[config.mk]
export PLATFORM = sky130hd
export DESIGN_NAME = rgb_to_hsv_converter
export DESIGN_NICKNAME = d
export VERILOG_FILES = /design/src/design/rgbhsv_pkg.sv /design/src/design/rgbhsv_div.sv /design/src/design/rgb_to_hsv_converter.sv
export SDC_FILE = /design/constraint.sdc
export NUM_CORES = 2
export LEC_CHECK = 0
export BUFFER_PORTS_ARGS = -buffer_cell sky130_fd_sc_hd__buf_4
export CAP_MARGIN = 5
export CORE_MARGIN = 2
export CORE_UTILIZATION = 45
export CTS_CLUSTER_DIAMETER = 50
export DETAILED_ROUTE_END_ITERATION = 7
export PLACE_DENSITY = 0.64
export SETUP_SLACK_MARGIN = 0.3
export SLEW_MARGIN = 20
export SYNTH_ARGS = -nofsm -noshare
export SYNTH_HDL_FRONTEND = slang
export SYNTH_SLANG_ARGS = --single-unit
[constraint.sdc]
create_clock -name clock -period 21.2 [get_ports clock]
set_clock_uncertainty 0.15 [all_clocks]
set_input_delay 4.24 -clock clock [delete_from_list [all_inputs] [get_ports clock]]
set_output_delay 4.24 -clock clock [all_outputs]
set_load 0.02 [all_outputs]
[src/design/rgbhsv_pkg.sv]
// shared types and constants for the rgb to hsv converter
// no dependencies; used by rgbhsv_div and rgb_to_hsv_converter
`default_nettype none

package rgbhsv_pkg;

   localparam int CHAN_W            = 8;
   localparam int HUE_W             = 15;
   localparam int SAT_W             = 16;
   localparam int DEF_HUE_FRAC_BITS = 6;
   localparam int DEF_SAT_BITS      = 16;
   localparam int DIV_DW            = CHAN_W + 1;
   localparam int DIV_STEPS         = 2;

   localparam logic [1:0] MAX_RED   = 2'd0;
   localparam logic [1:0] MAX_GREEN = 2'd1;
   localparam logic [1:0] MAX_BLUE  = 2'd2;

   typedef struct packed {
      logic [CHAN_W-1:0] value;
      logic [CHAN_W-1:0] alpha;
      logic              grey;
   } side_type;

endpackage

`default_nettype wire

[src/design/rgbhsv_div.sv]
// pipelined restoring divider, up to STEPS quotient bits per register stage
// depends on rgbhsv_pkg for the default data width and step count
`default_nettype none

module rgbhsv_div #(
   parameter int QW    = 16,
   parameter int DW    = rgbhsv_pkg::DIV_DW,
   parameter int STEPS = rgbhsv_pkg::DIV_STEPS
) (
   input  wire logic                                clock,
   input  wire logic [(QW+STEPS-1)/STEPS-1:0]       en,
   input  wire logic [DW+QW-1:0]                    num,
   input  wire logic [DW-1:0]                       den,
   output logic      [QW-1:0]                       quo
);

   localparam int NDS = (QW + STEPS - 1) / STEPS;
   localparam int AW  = DW + QW;

   logic [AW-1:0] acc_ff [NDS];
   logic [DW-1:0] den_ff [NDS];

   for (genvar k = 0; k < NDS; k++) begin : g_stage
      localparam int NSTEP = ((QW - k * STEPS) < STEPS) ? (QW - k * STEPS) : STEPS;

      logic [AW-1:0] acc_src;
      logic [AW-1:0] acc_in;
      logic [DW-1:0] den_src;

      if (k == 0) begin : g_first
         assign acc_src = num;
         assign den_src = den;
      end else begin : g_next
         assign acc_src = acc_ff[k-1];
         assign den_src = den_ff[k-1];
      end

      always_comb begin : step
         logic [AW-1:0] a;
         logic [DW:0]   top;
         logic [DW:0]   sub;
         logic          ge;
         a = acc_src;
         for (int i = 0; i < NSTEP; i++) begin
            top = a[AW-1:QW-1];
            sub = top - {1'b0, den_src};
            ge  = (top >= {1'b0, den_src});
            a   = {(ge ? sub[DW-1:0] : top[DW-1:0]), a[QW-2:0], ge};
         end
         acc_in = a;
      end

      always_ff @(posedge clock) begin
         if (en[k]) begin
            acc_ff[k] <= acc_in;
            den_ff[k] <= den_src;
         end
      end
   end

   assign quo = acc_ff[NDS-1][QW-1:0];

endmodule

`default_nettype wire

[src/design/rgb_to_hsv_converter.sv]
// rgba pixel to hsv converter, top level
// depends on rgbhsv_pkg and rgbhsv_div
//
// Takes one pixel per clock when not stalled; one hsv result per pixel, in order.
// Hue comes out in 1/2^HUE_FRAC_BITS degree units, saturation scaled so that
// 2^SAT_BITS-1 means 1.0, brightness is the largest channel and alpha passes
// through. The two quotients come from two pipelined dividers that resolve two
// bits per stage. Each stage holds its own valid bit, so bubbles close up while
// the result side stalls.
`default_nettype none

module rgb_to_hsv_converter #(
   parameter int HUE_FRAC_BITS = rgbhsv_pkg::DEF_HUE_FRAC_BITS,
   parameter int SAT_BITS      = rgbhsv_pkg::DEF_SAT_BITS
) (
   input  wire logic                              clock,
   input  wire logic                              reset,
   input  wire logic                              req_valid,
   output logic                                   req_ready,
   input  wire logic [rgbhsv_pkg::CHAN_W-1:0]     req_red,
   input  wire logic [rgbhsv_pkg::CHAN_W-1:0]     req_green,
   input  wire logic [rgbhsv_pkg::CHAN_W-1:0]     req_blue,
   input  wire logic [rgbhsv_pkg::CHAN_W-1:0]     req_alpha,
   output logic                                   rsp_valid,
   input  wire logic                              rsp_ready,
   output logic      [rgbhsv_pkg::HUE_W-1:0]      rsp_hue,
   output logic      [rgbhsv_pkg::SAT_W-1:0]      rsp_saturation,
   output logic      [rgbhsv_pkg::CHAN_W-1:0]     rsp_brightness,
   output logic      [rgbhsv_pkg::CHAN_W-1:0]     rsp_alpha_out
);

   localparam int CW    = rgbhsv_pkg::CHAN_W;
   localparam int DW    = rgbhsv_pkg::DIV_DW;
   localparam int STEPS = rgbhsv_pkg::DIV_STEPS;
   localparam int HW    = rgbhsv_pkg::HUE_W;
   localparam int SW    = rgbhsv_pkg::SAT_W;
   localparam int HQ    = $clog2((360 << HUE_FRAC_BITS) + 1);
   localparam int QW    = (HQ > SAT_BITS) ? HQ : SAT_BITS;
   localparam int AW    = QW + DW;
   localparam int NDS   = (QW + STEPS - 1) / STEPS;
   localparam int NT    = NDS + 4;

   localparam logic [QW-1:0] FULL = QW'(360 << HUE_FRAC_BITS);
   localparam logic [AW-1:0] SMAX = AW'((64'd1 << SAT_BITS) - 64'd1);

   // stage control
   logic [NT-1:0] v_ff;
   logic [NT-1:0] v_in;
   logic [NT-1:0] rdy;
   logic [NT-1:0] vin;
   logic [NT-1:0] en;

   always_comb begin
      rdy[NT-1] = !v_ff[NT-1] || rsp_ready;
      for (int i = NT - 2; i >= 0; i--) begin
         rdy[i] = !v_ff[i] || rdy[i+1];
      end
   end

   assign vin  = {v_ff[NT-2:0], req_valid};
   assign en   = rdy & vin;
   assign v_in = (rdy & vin) | (~rdy & v_ff);

   always_ff @(posedge clock) begin
      if (reset) begin
         v_ff <= '0;
      end else begin
         v_ff <= v_in;
      end
   end

   assign req_ready = rdy[0];
   assign rsp_valid = v_ff[NT-1];

   // input register
   logic [CW-1:0] red_ff, green_ff, blue_ff, alpha0_ff;

   always_ff @(posedge clock) begin
      if (en[0]) begin
         red_ff    <= req_red;
         green_ff  <= req_green;
         blue_ff   <= req_blue;
         alpha0_ff <= req_alpha;
      end
   end

   // max, min, chroma and hue difference
   logic [CW-1:0]        value_in, value_ff, mn;
   logic [CW-1:0]        chroma_in, chroma_ff;
   logic [1:0]           sel_in, sel_ff;
   logic signed [CW:0]   diff_in, diff_ff;
   logic [CW-1:0]        alpha1_ff;

   always_comb begin
      value_in = red_ff;
      if (green_ff > value_in) value_in = green_ff;
      if (blue_ff > value_in) value_in = blue_ff;
      mn = red_ff;
      if (green_ff < mn) mn = green_ff;
      if (blue_ff < mn) mn = blue_ff;
      chroma_in = value_in - mn;
      if (red_ff == value_in) begin
         sel_in  = rgbhsv_pkg::MAX_RED;
         diff_in = $signed({1'b0, green_ff}) - $signed({1'b0, blue_ff});
      end else if (green_ff == value_in) begin
         sel_in  = rgbhsv_pkg::MAX_GREEN;
         diff_in = $signed({1'b0, blue_ff}) - $signed({1'b0, red_ff});
      end else begin
         sel_in  = rgbhsv_pkg::MAX_BLUE;
         diff_in = $signed({1'b0, red_ff}) - $signed({1'b0, green_ff});
      end
   end

   always_ff @(posedge clock) begin
      if (en[1]) begin
         value_ff  <= value_in;
         chroma_ff <= chroma_in;
         sel_ff    <= sel_in;
         diff_ff   <= diff_in;
         alpha1_ff <= alpha0_ff;
      end
   end

   // dividends and divisors
   logic signed [18:0]    dx, cx, base, num;
   logic [AW-1:0]         hue_num_in, hue_num_ff, sat_num_in, sat_num_ff;
   logic [DW-1:0]         hue_den_ff, sat_den_ff;
   rgbhsv_pkg::side_type  side2_in, side2_ff;

   always_comb begin
      dx = 19'(diff_ff);
      cx = $signed({11'b0, chroma_ff});
      case (sel_ff)
         rgbhsv_pkg::MAX_RED:   base = '0;
         rgbhsv_pkg::MAX_GREEN: base = cx * 19'sd120;
         rgbhsv_pkg::MAX_BLUE:  base = cx * 19'sd240;
         default:               base = '0;
      endcase
      num = dx * 19'sd60 + base;
      if (num < 0) num = num + cx * 19'sd360;
      hue_num_in = (AW'(num[16:0]) << (HUE_FRAC_BITS + 1)) + AW'(chroma_ff);
      sat_num_in = ((AW'(chroma_ff) * SMAX) << 1) + AW'(value_ff);
      side2_in.value = value_ff;
      side2_in.alpha = alpha1_ff;
      side2_in.grey  = (chroma_ff == '0);
   end

   always_ff @(posedge clock) begin
      if (en[2]) begin
         hue_num_ff <= hue_num_in;
         hue_den_ff <= {chroma_ff, 1'b0};
         sat_num_ff <= sat_num_in;
         sat_den_ff <= {value_ff, 1'b0};
         side2_ff   <= side2_in;
      end
   end

   // division stages
   logic [QW-1:0]         hue_quo, sat_quo;
   rgbhsv_pkg::side_type  side_ff [NDS];

   rgbhsv_div #(
      .QW    (QW),
      .DW    (DW),
      .STEPS (STEPS)
   ) u_hue_div (
      .clock (clock),
      .en    (en[NT-2:3]),
      .num   (hue_num_ff),
      .den   (hue_den_ff),
      .quo   (hue_quo)
   );

   rgbhsv_div #(
      .QW    (QW),
      .DW    (DW),
      .STEPS (STEPS)
   ) u_sat_div (
      .clock (clock),
      .en    (en[NT-2:3]),
      .num   (sat_num_ff),
      .den   (sat_den_ff),
      .quo   (sat_quo)
   );

   for (genvar k = 0; k < NDS; k++) begin : g_side
      always_ff @(posedge clock) begin
         if (en[3+k]) begin
            side_ff[k] <= (k == 0) ? side2_ff : side_ff[(k == 0) ? 0 : k - 1];
         end
      end
   end

   // hue wrap, special cases and output register
   logic [QW-1:0]      hue_fix, sat_fix;
   logic [QW+HW-1:0]   hue_ext;
   logic [QW+SW-1:0]   sat_ext;
   logic [HW-1:0]      rsp_hue_in, rsp_hue_ff;
   logic [SW-1:0]      rsp_sat_in, rsp_sat_ff;
   logic [CW-1:0]      rsp_bright_ff, rsp_alpha_ff;

   always_comb begin
      hue_fix = (hue_quo >= FULL) ? hue_quo - FULL : hue_quo;
      if (side_ff[NDS-1].grey) hue_fix = '0;
      sat_fix = (side_ff[NDS-1].value == '0) ? '0 : sat_quo;
      hue_ext = {{HW{1'b0}}, hue_fix};
      sat_ext = {{SW{1'b0}}, sat_fix};
      rsp_hue_in = hue_ext[HW-1:0];
      rsp_sat_in = sat_ext[SW-1:0];
   end

   always_ff @(posedge clock) begin
      if (en[NT-1]) begin
         rsp_hue_ff    <= rsp_hue_in;
         rsp_sat_ff    <= rsp_sat_in;
         rsp_bright_ff <= side_ff[NDS-1].value;
         rsp_alpha_ff  <= side_ff[NDS-1].alpha;
      end
   end

   assign rsp_hue        = rsp_hue_ff;
   assign rsp_saturation = rsp_sat_ff;
   assign rsp_brightness = rsp_bright_ff;
   assign rsp_alpha_out  = rsp_alpha_ff;

endmodule

`default_nettype wire
[After elaboration in Yosys (flattened, before gate mapping)]
Memories as Yosys holds them, arrays and structs flattened. A register that Yosys moved wholly into a read port is not among the register bits.
Index checks and enable logic that the tools add are counted.
W data, S select, Z words.
Word-level totals
  output and inout bits: 49
  flip-flop bits (word level): 185
  memories kept: 5
  bits in writable memories: 680
  word-level logic and storage cells: 200
Memory list
  u_hue_div.acc_ff: depth 8, width 25, read ports 8, clocked after memory_dff 0, wr ports 8, line rgbhsv_div.sv:20  | logic [AW-1:0] acc_ff [NDS];
  u_sat_div.acc_ff: depth 8, width 25, read ports 8, clocked after memory_dff 1, wr ports 8, line rgbhsv_div.sv:20
  side_ff: depth 8, width 17, read ports 8, clocked after memory_dff 0, wr ports 8, line rgb_to_hsv_converter.sv:160  | rgbhsv_pkg::side_type side_ff [NDS];
  u_hue_div.den_ff: depth 8, width 9, read ports 7, clocked after memory_dff 0, wr ports 8, line rgbhsv_div.sv:21  | logic [DW-1:0] den_ff [NDS];
  u_sat_div.den_ff: depth 8, width 9, read ports 7, clocked after memory_dff 0, wr ports 8, line rgbhsv_div.sv:21
Operators by class
  reductions and logical operators: 26
  add/sub/neg operators: 41
  muxes and demuxes: 58
  equality and inequality tests: 4
  bitwise logic cells: 4
  multiply operators: 5
  order comparisons: 38
Operators by type and width (count)
  $ge A10 B9 Y1: 32
  $mux W9: 34
  $sub A9 B9 Y9: 32
  $mux W8: 4
  $pmux W16 S2: 1
  $sub A8 B8 Y9: 3
  $add A24 B8 Y25: 1
  $add A25 B8 Y25: 1
  $and A12 B12 Y12: 2
  $mul A8 B16 Y24 const B: 1
  $mul A8 B4 Y12 const B: 2
  $add A16 B17 Y18: 1
  $lt A18 B1 Y1 const B: 1
  $add A17 B17 Y17: 1
  $mux W17: 1
  $eq A8 B8 Y1: 2
  $ge A16 B15 Y1 const B: 1
  $gt A8 B8 Y1: 2
  $logic_not A8 Y1: 2
  $lt A8 B8 Y1: 2
  $mux W1: 16
  $mux W15: 1
  $sub A15 B15 Y15 const B: 1
  $mul A8 B6 Y14 const B: 1
  other kinds (9): 31

[Longest topological paths before layout]
  depth after elaboration: 16
  mapped depth: 28
  gate-level depth less buffers: 28

[Cells and area by module]
A second synthesis with hierarchy kept.
Unflattened totals
  cell total of the unflattened synthesis: 4042
  area, all modules: 49749.0 µm²
Modules (own cells, without submodules)
  rgb_to_hsv_converter: cells each 1551, sequential area each 9669.3 µm², instances 1, area each 19127.1 µm²
  rgbhsv_div (u_hue_div): cells each 1253, sequential area each 7627.3 µm², instances 1, area each 15344.7 µm²
  rgbhsv_div (u_sat_div): cells each 1238, sequential area each 7627.3 µm², instances 1, area each 15277.2 µm²

[Worst setup path after synthesis]
Ideal clock, no wire load.
  path kind: in2reg
  from: input port rsp_ready
  to: memory side_ff[0][0] (netlist bit), enable pin
  buffers on the path: 0
  path slack: 10.588 ns
  setup time: 0.587 ns
  cell stages on the path: 6
  arrival: 9.874 ns
  cells stage by stage: nor2b_1 -> and3_1 -> and3_1 -> and2_1 -> and3_1 -> a21boi_0
RTL lines
  start, declared: line rgb_to_hsv_converter.sv:25  | input wire logic rsp_ready,
  end, declared: line rgb_to_hsv_converter.sv:160

[Worst setup path after layout]
  from: input port rsp_ready
  to: output port req_ready
On the way
  word-level cells in the longest chain between the ends: 12
Ends and longest elaborated chain
  $logic_or A1 B1 Y1: line rgb_to_hsv_converter.sv:54  | rdy[NT-1] = !v_ff[NT-1] || rsp_ready;
  $logic_or A1 B1 Y1 (11 in series): line rgb_to_hsv_converter.sv:56  | rdy[i] = !v_ff[i] || rdy[i+1];
  end, declared: line rgb_to_hsv_converter.sv:19  | output logic req_ready,
Every way passes these cells.

==> metrics <==
status finished clean; Synth Warn # 0; Min-Delay Path Class reg -> reg; RSZ-0062 raised after global routing false; Num Clock Sinks 706; final setup violation count 0; later-pin clock latency in the skew report 0.67 ns; Initial Utilization 45.2%; area of the multi-input gates 0.0203 sq mm; Largest delay share family, worst path simple AND/OR/NAND/NOR gates; Tmin final 11.34 ns; top routing layer in use met4; pin count of the biggest net entering global routing 68; commonest non-fill, non-tap cell in the layout edfxtp_1; die footprint 0.0977 sq mm; max incr delay on CP 0.46 ns; post-DR wirelength/cell 15.6 microns; endpoint class of the critical path output port; CP arrival 6.95 ns; Reg-to-Reg Start green_ff[6]; mapped cell area 0.0429 sq mm; clock tree buffer depth 3; Post-CTS Setup Inserts 0; Least-Margin Pin Slew 0.948 ns; Layout Nets 4252; max-slew violation count 0; count of unique library cells instantiated by Yosys 86; CTS root buffer clkbuf_16; 1st-pass router iterations 5; GP Congestion 0.877; Setup crit start kind input pin; post-synthesis register bit count 706; core outline area 0.0947 sq mm; Gate Count Post-Synth 3531; detailed placer's ending HPWL 59400 microns; register area 0.0211 sq mm; first-pass GRT wire length 132000 microns; Clk pin slew, worst setup/hold paths 0.06 ns; Die H 313 microns; most frequent CP cell and3_1; post-route ant nets 0; Overall Global Routing Usage 16.4%; post-cts sizing count 0; total negative setup slack 0 ns; CP max-delay cell and3_1; Via density 5.20; Die X 313 microns; Fillers 8294; met3 routed WL 2860 microns; vias in the first global route 26512; hold path start u_sat_div.acc_ff[2][7]; met2 routed WL 37700 microns; Crit Path Class in -> out; H-tree Lvls 3; Worst slew margin 36.5%; Post-synth EDFFs 694; DRC 0; final WL 78300 microns; starting DRC count in detailed routing 1392; CP Cell Sequence buf_4 > nor2b_1 > and3_1 > and3_1 > and2_1 > and3_1 > and3_1 > nand3_1 > buf_4; crit path max fanout 6; ant diodes 0; number of nets produced by synthesis 4103; Synth top area share 48.6%; TritonCTS Buffers 90; Port Buf Inserts 84; Post-synth ARST share 0%; most frequent cells in the layout edfxtp_1 (694), ha_1 (437), inv_1 (384); CP bufs+invs 2; Worst Slack Setup Final 9.86 ns; TritonCTS clock tree done; Area Overhead vs Synth 12.5%; I/O pin cnt 85; Std-Cell Rows 113; CP startpoint rsp_ready; via count 26079; leading area contributor after synthesis edfxtp_1; final hold violations 0; f_max 88.2 MHz; Critical Path RT 16.81 ns; syn_area_per_cell 12.1 sq um; sequential area share after synthesis 49.2%; Main synth FF type edfxtp_1; crit share post-route 53.5%; grt total ovfl 0; antenna violations before repair 0; Hold Buf Count CTS 0; synth top area cells edfxtp_1 (49%), ha_1 (13%), fa_1 (4.6%), xnor2_1 (4.0%), inv_1 (3.4%); max-cap violation count 0; final core utilization 50.9%; worst hold slack 0.246 ns; share of cells above drive strength 1 11.3%; routed metal-1 wirelength 35300 microns; pre-CTS setup slack 9.85 ns
logic make-up (layout without fill, tap and decap cells):
family / after synthesis / after routing / synth area share [%]
compound gates: 747 / 747 / 11.4
flops: 706 / 706 / 49.2
simple gates: 659 / 659 / 7.92
fa+ha+maj: 536 / 536 / 17.4
buf+inv: 425 / 649 / 3.79
xor+xnor: 287 / 287 / 5.93
mux: 171 / 171 / 4.39
layout make-up:
type / count / share of cell area (%)
tap: 1265 / 3.28
clock inverter: 66 / 1.60
inverter: 384 / 2.99
sequential: 706 / 43.7
clock buffer: 101 / 4.80
multi-input combinational: 2400 / 42.0
timing repair buffer: 98 / 1.53
flip-flops by register name, summed over array words and instances (netlist names), 9 cells and up, named ones only:
name              cells
diff_ff               9
hue_num_ff           16
rsp_hue              15
rsp_saturation       16
sat_num_ff           25
side2_ff             16
side_ff             129
u_hue_div.acc_ff    159
u_hue_div.den_ff     37
u_sat_div.acc_ff    184
stage by stage:
step | instances | cell area, sq um
2_1_floorplan | 3531 | 42900
3_3_place_gp | 4853 | 45100
3_5_place_dp | 4853 | 45100
4_1_cts | 5020 | 48200
5_1_grt | 5020 | 48200
6_report | 5020 | 48200
per-layer routing:
layer	vias to the layer above	GRT usage (%)
li1	13168	-
met1	12364	21.0
met2	392	28.5
met3	155	2.62
met4	0	5.39
met5	-	0
path summary, 6_finish.rpt:
kind | endpoint | slack (ns) | depth (start not counted)
worst max-delay path | req_ready | 9.86 | 9
worst min-delay path | u_sat_div.acc_ff[3][9] | 0.25 | 0
worst max register to register | chroma_ff[7] | 14.57 | 24
worst min register to register | u_sat_div.acc_ff[3][9] | 0.25 | 0
cell usage after synthesis (all sizes together), types with 40 or more instances:
library cell / n
a21oi: 247
nand4: 58
nand2b: 54
mux2i: 40
xnor2: 198
edfxtp: 694
fa: 99
o21ai: 127
ha: 437
nor2: 199
inv: 384
nand2: 96
xor2: 89
nor2b: 97
a21o: 179
mux2: 131
Power is left out: the tool's default activity adds up to more than one toggle a clock period on the data nets, which glitch-free logic cannot reach.
